**config.mk**
```make
export PLATFORM = sky130hd
export DESIGN_NAME = motor_phase_order_check_core
export DESIGN_NICKNAME = d
export VERILOG_FILES = /design/src/hw/rtl/mpoc_pkg.sv /design/src/hw/rtl/mpoc_eval.sv /design/src/hw/rtl/motor_phase_order_check_core.sv
export SDC_FILE = /design/constraint.sdc
export NUM_CORES = 1
export LEC_CHECK = 0
export BUFFER_PORTS_ARGS = -buffer_cell sky130_fd_sc_hd__buf_2
export CAP_MARGIN = 10
export CORE_MARGIN = 3
export CORE_UTILIZATION = 31
export DETAILED_ROUTE_END_ITERATION = 16
export GPL_TIMING_DRIVEN = 1
export HOLD_SLACK_MARGIN = 0.1
export PLACE_DENSITY = 0.45
export SYNTH_ARGS = -nofsm -noshare
export SYNTH_HDL_FRONTEND = slang
export SYNTH_SLANG_ARGS = --single-unit
```
**constraint.sdc**
```tcl
create_clock -name clk -period 20.4 [get_ports clk]
set_clock_uncertainty 0.05 [all_clocks]
set_input_delay 4.08 -clock clk [delete_from_list [all_inputs] [get_ports clk]]
set_output_delay 4.08 -clock clk [all_outputs]
set_load 0.1 [all_outputs]
```
**src/hw/rtl/mpoc_pkg.sv**
```systemverilog
// ----------------------------------------------------------------------------
// Motor phase order check package
// Shared types, register indexes and reset constants for the phase order
// check block.
// ----------------------------------------------------------------------------
package mpoc_pkg;

  localparam int POS_BITS_DEF = 16;

  // Evaluations without rotation before the check gives up.
  localparam logic [7:0]  TRY_LIMIT          = 8'd200;

  localparam logic [15:0] SETTLE_TICKS_RESET = 16'd10;
  localparam logic [15:0] POSITION_MAX_RESET = 16'd3999;
  localparam logic [14:0] DEAD_ZONE_RESET    = 15'd10;

  localparam int CFG_ADDR_W = 3;
  localparam int CFG_DATA_W = 16;

  typedef enum logic [CFG_ADDR_W-1:0] {
    CFG_CHECK_ENABLE     = 3'd0,
    CFG_SETTLE_TICKS     = 3'd1,
    CFG_POSITION_MAX     = 3'd2,
    CFG_DEAD_ZONE        = 3'd3,
    CFG_INVERT_DIRECTION = 3'd4
  } cfg_idx_t;

  localparam int IN_DATA_W  = 24;
  localparam int OUT_DATA_W = 8;

  typedef struct packed {
    logic        check_enable;
    logic [15:0] settle_ticks;
    logic [15:0] position_max;
    logic [14:0] dead_zone;
    logic        invert_direction;
  } cfg_t;

  typedef struct packed {
    logic              motor_stopped;
    logic [15:0]       position;
    logic              gap_busy;
    logic signed [1:0] requested_dir;
    logic              clear_fault;
  } item_t;

  // Run state apart from the captured start position, whose width is set
  // by the position parameter.
  typedef struct packed {
    logic [15:0]       settle_count;
    logic [7:0]        try_count;
    logic              done_flag;
    logic              fault_flag;
    logic signed [1:0] direction_value;
  } run_state_t;

endpackage

```
**src/hw/rtl/mpoc_eval.sv**
```systemverilog
// ----------------------------------------------------------------------------
// Phase order check update
// Combinational next-state logic for one tick: capture, settle count and
// rotation classification with wrap at the encoder modulus.
// ----------------------------------------------------------------------------
module mpoc_eval
  import mpoc_pkg::*;
#(
  parameter int POS_BITS = POS_BITS_DEF
) (
  input  cfg_t                cfg,
  input  item_t               item,
  input  run_state_t          st,
  input  logic [POS_BITS-1:0] start_pos,
  output run_state_t          st_nxt,
  output logic [POS_BITS-1:0] start_pos_nxt
);

  // Wide enough for a position difference plus or minus one modulus.
  localparam int DW = ((POS_BITS > 16) ? POS_BITS : 16) + 3;

  logic [POS_BITS-1:0] pos_w;
  logic signed [DW-1:0] pos_s, start_s, modulus_s, half_s, zone_s;
  logic signed [DW-1:0] d0, d1, d2;
  logic signed [1:0]    dir;
  logic [7:0]           try_inc;

  assign pos_w = POS_BITS'(item.position);

  // Signed position change, folded once each way around the half modulus.
  always_comb begin
    pos_s     = DW'(pos_w);
    start_s   = DW'(start_pos);
    modulus_s = DW'(cfg.position_max) + DW'(1);
    half_s    = modulus_s >>> 1;
    zone_s    = DW'(cfg.dead_zone);
    d0        = pos_s - start_s;
    d1        = (d0 > half_s) ? (d0 - modulus_s) : d0;
    d2        = (d1 < -half_s) ? (d1 + modulus_s) : d1;
  end

  // Reverse test wins over forward, so a zero change with no dead zone reads
  // as reverse.
  always_comb begin
    dir = 2'sd0;
    if (d2 >= zone_s) begin
      dir = 2'sd1;
    end
    if (d2 <= -zone_s) begin
      dir = -2'sd1;
    end
    if (cfg.invert_direction) begin
      dir = -dir;
    end
  end

  assign try_inc = st.try_count + 8'd1;

  always_comb begin
    st_nxt        = st;
    start_pos_nxt = start_pos;
    // A fault found on the same tick as a clear stays set.
    if (item.clear_fault) begin
      st_nxt.fault_flag = 1'b0;
    end
    if (!cfg.check_enable || item.motor_stopped) begin
      st_nxt.done_flag    = 1'b0;
      st_nxt.settle_count = '0;
      st_nxt.try_count    = '0;
      start_pos_nxt       = pos_w;
    end else if (st.settle_count < cfg.settle_ticks) begin
      st_nxt.settle_count = st.settle_count + 16'd1;
    end else if (!st.done_flag && !item.gap_busy) begin
      st_nxt.direction_value = dir;
      if ((dir != 2'sd0) && (dir != item.requested_dir)) begin
        st_nxt.fault_flag = 1'b1;
      end
      if ((try_inc >= TRY_LIMIT) || (dir != 2'sd0)) begin
        st_nxt.try_count = '0;
        st_nxt.done_flag = 1'b1;
      end else begin
        st_nxt.try_count = try_inc;
      end
    end
  end

endmodule

```
**src/hw/rtl/motor_phase_order_check_core.sv**
```systemverilog
// ----------------------------------------------------------------------------
// Motor phase order check core
// Checks per tick that the motor turns in the commanded direction and keeps
// a sticky fault when the phase order is wrong.
// ----------------------------------------------------------------------------
//
//  Channel  Direction  Handshake             Content
//  in_      slave      in_tvalid/in_tready   one tick: stop flag, position,
//                                            gap busy, requested dir, clear
//  out_     master     out_tvalid/out_tready one result per tick: direction,
//                                            fault, done
//  cfg_     write      cfg_wen               register index and write data
//
// Each tick passes through the input register, then the update logic writes
// the run state, which is also the result register. A new tick can be taken
// every cycle while the result side does not stall.
// Reset (rst_n low, synchronous) empties both stages, clears the run state
// and loads the register defaults.
// When the result is not taken, the input register still holds one tick, so
// the input side stalls only when both stages are full.
// ----------------------------------------------------------------------------
module motor_phase_order_check_core
  import mpoc_pkg::*;
#(
  parameter int POS_BITS = POS_BITS_DEF
) (
  input  logic                  clk,
  input  logic                  rst_n,

  input  logic                  in_tvalid,
  output logic                  in_tready,
  // [0] motor_stopped, [16:1] position, [17] gap_busy,
  // [19:18] requested_dir, [20] clear_fault, [23:21] zero
  input  logic [IN_DATA_W-1:0]  in_tdata,

  output logic                  out_tvalid,
  input  logic                  out_tready,
  // [1:0] phase_dir, [2] phase_fault, [3] check_done, [7:4] zero
  output logic [OUT_DATA_W-1:0] out_tdata,

  input  logic                  cfg_wen,
  input  logic [CFG_ADDR_W-1:0] cfg_addr,
  input  logic [CFG_DATA_W-1:0] cfg_wdata
);

  // Configuration registers. Writes with an index beyond the list are
  // ignored.
  cfg_t cfg_r;

  always_ff @(posedge clk) begin
    if (!rst_n) begin
      cfg_r.check_enable     <= 1'b1;
      cfg_r.settle_ticks     <= SETTLE_TICKS_RESET;
      cfg_r.position_max     <= POSITION_MAX_RESET;
      cfg_r.dead_zone        <= DEAD_ZONE_RESET;
      cfg_r.invert_direction <= 1'b0;
    end else if (cfg_wen) begin
      case (cfg_addr)
        CFG_CHECK_ENABLE:     cfg_r.check_enable     <= cfg_wdata[0];
        CFG_SETTLE_TICKS:     cfg_r.settle_ticks     <= cfg_wdata;
        CFG_POSITION_MAX:     cfg_r.position_max     <= cfg_wdata;
        CFG_DEAD_ZONE:        cfg_r.dead_zone        <= cfg_wdata[14:0];
        CFG_INVERT_DIRECTION: cfg_r.invert_direction <= cfg_wdata[0];
        default: begin
        end
      endcase
    end
  end

  // Input register stage. The tick advances into the update logic when the
  // result register is empty or its result is being taken in this cycle.
  logic  s1_valid_r;
  item_t s1_item_r;
  logic  out_valid_r;
  logic  advance;

  assign advance   = s1_valid_r && (!out_valid_r || out_tready);
  assign in_tready = !s1_valid_r || advance;

  always_ff @(posedge clk) begin
    if (!rst_n) begin
      s1_valid_r <= 1'b0;
    end else if (in_tready) begin
      s1_valid_r <= in_tvalid;
    end
  end

  always_ff @(posedge clk) begin
    if (in_tvalid && in_tready) begin
      s1_item_r.motor_stopped <= in_tdata[0];
      s1_item_r.position      <= in_tdata[16:1];
      s1_item_r.gap_busy      <= in_tdata[17];
      s1_item_r.requested_dir <= in_tdata[19:18];
      s1_item_r.clear_fault   <= in_tdata[20];
    end
  end

  // Run state. It changes only when a tick advances, so the direction,
  // fault and done fields double as the held result payload.
  run_state_t          st_r, st_nxt;
  logic [POS_BITS-1:0] start_pos_r, start_pos_nxt;

  mpoc_eval #(
    .POS_BITS (POS_BITS)
  ) u_eval (
    .cfg           (cfg_r),
    .item          (s1_item_r),
    .st            (st_r),
    .start_pos     (start_pos_r),
    .st_nxt        (st_nxt),
    .start_pos_nxt (start_pos_nxt)
  );

  always_ff @(posedge clk) begin
    if (!rst_n) begin
      st_r        <= '0;
      start_pos_r <= '0;
    end else if (advance) begin
      st_r        <= st_nxt;
      start_pos_r <= start_pos_nxt;
    end
  end

  always_ff @(posedge clk) begin
    if (!rst_n) begin
      out_valid_r <= 1'b0;
    end else if (advance) begin
      out_valid_r <= 1'b1;
    end else if (out_tready) begin
      out_valid_r <= 1'b0;
    end
  end

  assign out_tvalid = out_valid_r;
  assign out_tdata  = {4'b0000, st_r.done_flag, st_r.fault_flag, st_r.direction_value};

  // A finished check always leaves the try counter cleared.
  a_done_clears_tries: assert property (@(posedge clk) disable iff (!rst_n)
    st_r.done_flag |-> (st_r.try_count == 8'd0))
    else $error("try counter not cleared while check is done");

  // The try counter never reaches its limit.
  a_try_below_limit: assert property (@(posedge clk) disable iff (!rst_n)
    st_r.try_count < TRY_LIMIT)
    else $error("try counter reached its limit");

  // Classification only ever yields forward, reverse or none.
  a_dir_legal: assert property (@(posedge clk) disable iff (!rst_n)
    st_r.direction_value != 2'b10)
    else $error("detected direction out of range");

  // The fault can only rise when a tick was processed.
  a_fault_on_tick: assert property (@(posedge clk) disable iff (!rst_n)
    $rose(st_r.fault_flag) |-> $past(advance))
    else $error("fault set without a processed tick");

endmodule

```
==> results.sh <==
export IMPL_grt_pass1_wl_um=44800
export IMPL_synth_edff_count=21
export IMPL_clock_sinks=116
export IMPL_p_int_mw=0.641
export IMPL_p_total_mw=1.06
export IMPL_drtIter0Drc=390
export IMPL_placed_cells=1739
export IMPL_antenna_found_initial=0
export IMPL_synth_most_common_cell="nand2_1"
export IMPL_h_tree_depth=4
export IMPL_outcome="complete, no violations"
export IMPL_slew_violations=0
export IMPL_cts_tree="yes"
export IMPL_fin_cells=1771
export IMPL_dieWidth_um=186
export IMPL_routed_wl_um=27200
export IMPL_rsz0062_at_grt="false"
export IMPL_start_util=0.317
export IMPL_seq_area_frac_synth=0.251
export IMPL_fmaxAchievable_mhz=98.0
export IMPL_grt_pass1_vias=8260
export IMPL_synth_warning_count=0
export IMPL_ir_worst_vdd_uv=53.7
export IMPL_vias=8839
export IMPL_io_pins=58
export IMPL_crit_path_top_delay_cell="o41ai_2"
export IMPL_maxSlewHeadroom=0.271
export IMPL_dieArea_um2=34700
export IMPL_detail_route_wl_per_cell_um=15.4
export IMPL_port_buffers=50
export IMPL_syn_cell_area_um2=10100
export IMPL_critPathCaptureType="register"
export IMPL_syn_to_final_growth_pct=12.6
export IMPL_period_minus_slack_ns=10.21
export IMPL_power_density_nw_per_um2=93.1
export IMPL_async_reset_ff_frac=0
export IMPL_cts_setup_buffers=0
export IMPL_drive_above_1_share=0.0853
export IMPL_coreArea_um2=31800
export IMPL_diodes=0
export IMPL_utilization=0.357
export IMPL_chipHeight_um=186
export IMPL_pwr_share_seq=0.232
export IMPL_drc_errors=0
export IMPL_cts_resized=0
export IMPL_avgViaCountPerCell=4.99
export IMPL_synth_cell_types=72
export IMPL_combPwrFrac=0.478
export IMPL_yosysTopAreaCell="dfxtp_1"
export IMPL_synthTopCellsByCount="nand2_1 (188), ha_1 (138), a21oi_1 (125), inv_1 (109), dfxtp_1 (95)"
export IMPL_hold_ws_ns=0.403
export IMPL_cpPeakStageDelay_ns=0.57
export IMPL_crit_required_ns=20.69
export IMPL_cts_clk_slew_worst_paths_ns=0.06
export IMPL_crit_type="register to register"
export IMPL_synth_top_area_share=0.189
export IMPL_ctsLongestPathBuffers=2
export IMPL_ys_ff_latch=116
export IMPL_switchingPower_mw=0.416
export IMPL_fin_crit_sh=0.500
export IMPL_pwr_share_clk=0.289
export IMPL_hpwlAfterDp_um=21900
export IMPL_gp_congestion=0.836
export IMPL_setup_violations=0
export IMPL_p_leak_nw=4.70
export IMPL_postRouteAntennaNets=0
export IMPL_swShare=0.394
export IMPL_synth_area_leaders="dfxtp_1 (19%), ha_1 (17%), nand2_1 (7.0%)"
export IMPL_rrSetupSlack_ns=10.19
export IMPL_postSynthCellCount=1288
export IMPL_overflow=0
export IMPL_firstDrtPassIters=4
export IMPL_maxCapViolations=0
export IMPL_cp_max_fo=25
export IMPL_root_buffer="clkbuf_16"
export IMPL_cts_made_buffers=17
export IMPL_hold_path_class="register to register"
export IMPL_tightest_slew_ns=1.09
export IMPL_grt_max_degree=58
export IMPL_fin_tns_setup_ns=0
export IMPL_fin_nets=1512
export IMPL_hold_buffers=0
export IMPL_cp_common_cell="a21oi_1"
export IMPL_start_kind="register"
export IMPL_critPathArrivalTime_ns=10.50
export IMPL_finalHoldViolCount=0
export IMPL_synth_ff_type="dfxtp_1"
export IMPL_clk_latency_ns=0.42
export IMPL_syn_area_per_cell_um2=7.83
export IMPL_rows=65
export IMPL_track_usage=0.157
routing by layer:
layer	up-vias	track usage	routed length, um
li1	4652	-	-
met1	4060	0.229	14300
met2	107	0.246	11900
met3	20	0.0220	694
met4	0	0.0355	299
met5	-	0	0
critical path: cells and delay by family (launching register included):
family	cells	cell delay (ns)
buffers and inverters	4	0.71
AND/OR/NAND/NOR	7	1.14
flip-flops	1	0.35
AO/OA/AOI/OAI	20	4.73
adder cells (fa/ha/maj)	5	1.55
multiplexers	4	1.24
XOR/XNOR	1	0.37
layout by cell type (no fill, tap or decap), types with 10 or more instances in the layout:
cell type	netlist	layout
a211oi_1	16	16
a21o_1	31	31
a21oi_1	125	125
and3_1	13	13
buf_2	1	50
clkbuf_16	0	18
dfxtp_1	95	95
edfxtp_1	21	21
ha_1	138	138
inv_1	109	108
mux2_2	10	10
nand2_1	188	188
nand2b_1	13	13
nand3_1	41	41
nand4_1	20	20
nor2_1	63	63
nor2b_1	12	12
nor3_1	27	27
nor4_1	13	13
o211ai_1	19	19
o21a_1	20	20
o21ai_0	67	67
or3_1	15	15
xnor2_1	64	64
xor2_1	24	24
worst paths after layout:
| path | start | end | depth (start not counted) |
|---|---|---|---|
| min reg2reg | start_pos_r[6]$_SDFFE_PN0P_ | start_pos_r[6]$_SDFFE_PN0P_ | 2 |
| min | start_pos_r[6]$_SDFFE_PN0P_ | start_pos_r[6]$_SDFFE_PN0P_ | 2 |
| max | s1_item_r[4]$_DFFE_PP_ | st_r[4]$_SDFFE_PN0P_ | 41 |
| max reg2reg | s1_item_r[4]$_DFFE_PP_ | st_r[4]$_SDFFE_PN0P_ | 41 |
sequential cells by signal, summed over array words and instances, names as in the netlist:
signal       count
cfg_r           49
st_r            24
s1_item_r       21
start_pos_r     16
out_tdata        4
out_tvalid       1
s1_valid_r       1
layout make-up:
cell class	instances	area, um2
fillers	3391	20500
multi-input cells	1022	6950
flip-flops and latches	116	2530
well taps	435	544
clock buffers	19	464
inverters	110	413
repair buffers	56	295
clock inverters	13	145
through the flow:
stage	area (um2)	setup WS, ns
6_report	11300	10.19
5_1_grt	11300	9.39
4_1_cts	11300	10.17
3_5_place_dp	10700	10.28
3_3_place_gp	10700	10.30
2_1_floorplan	10100	11.39
cell families after synthesis:
family	after synthesis	share of synthesized area
AND/OR/NAND/NOR	425	0.196
AO/OA/AOI/OAI	343	0.215
buffers and inverters	153	0.0601
adder cells (fa/ha/maj)	141	0.177
flip-flops	116	0.251
XOR/XNOR	89	0.0781
multiplexers	20	0.0225
other	1	0.000372
power by group through the flow:
stage | registers, mW | clock network (mW) | logic, mW
floorplan | 0.249 | 0 | 0.381
global placement | 0.250 | 0 | 0.506
detailed placement | 0.250 | 0 | 0.505
CTS | 0.245 | 0.315 | 0.510
global route | 0.246 | 0.325 | 0.574
finish | 0.245 | 0.306 | 0.506
Note: power is estimated with default switching activity, not from simulation.
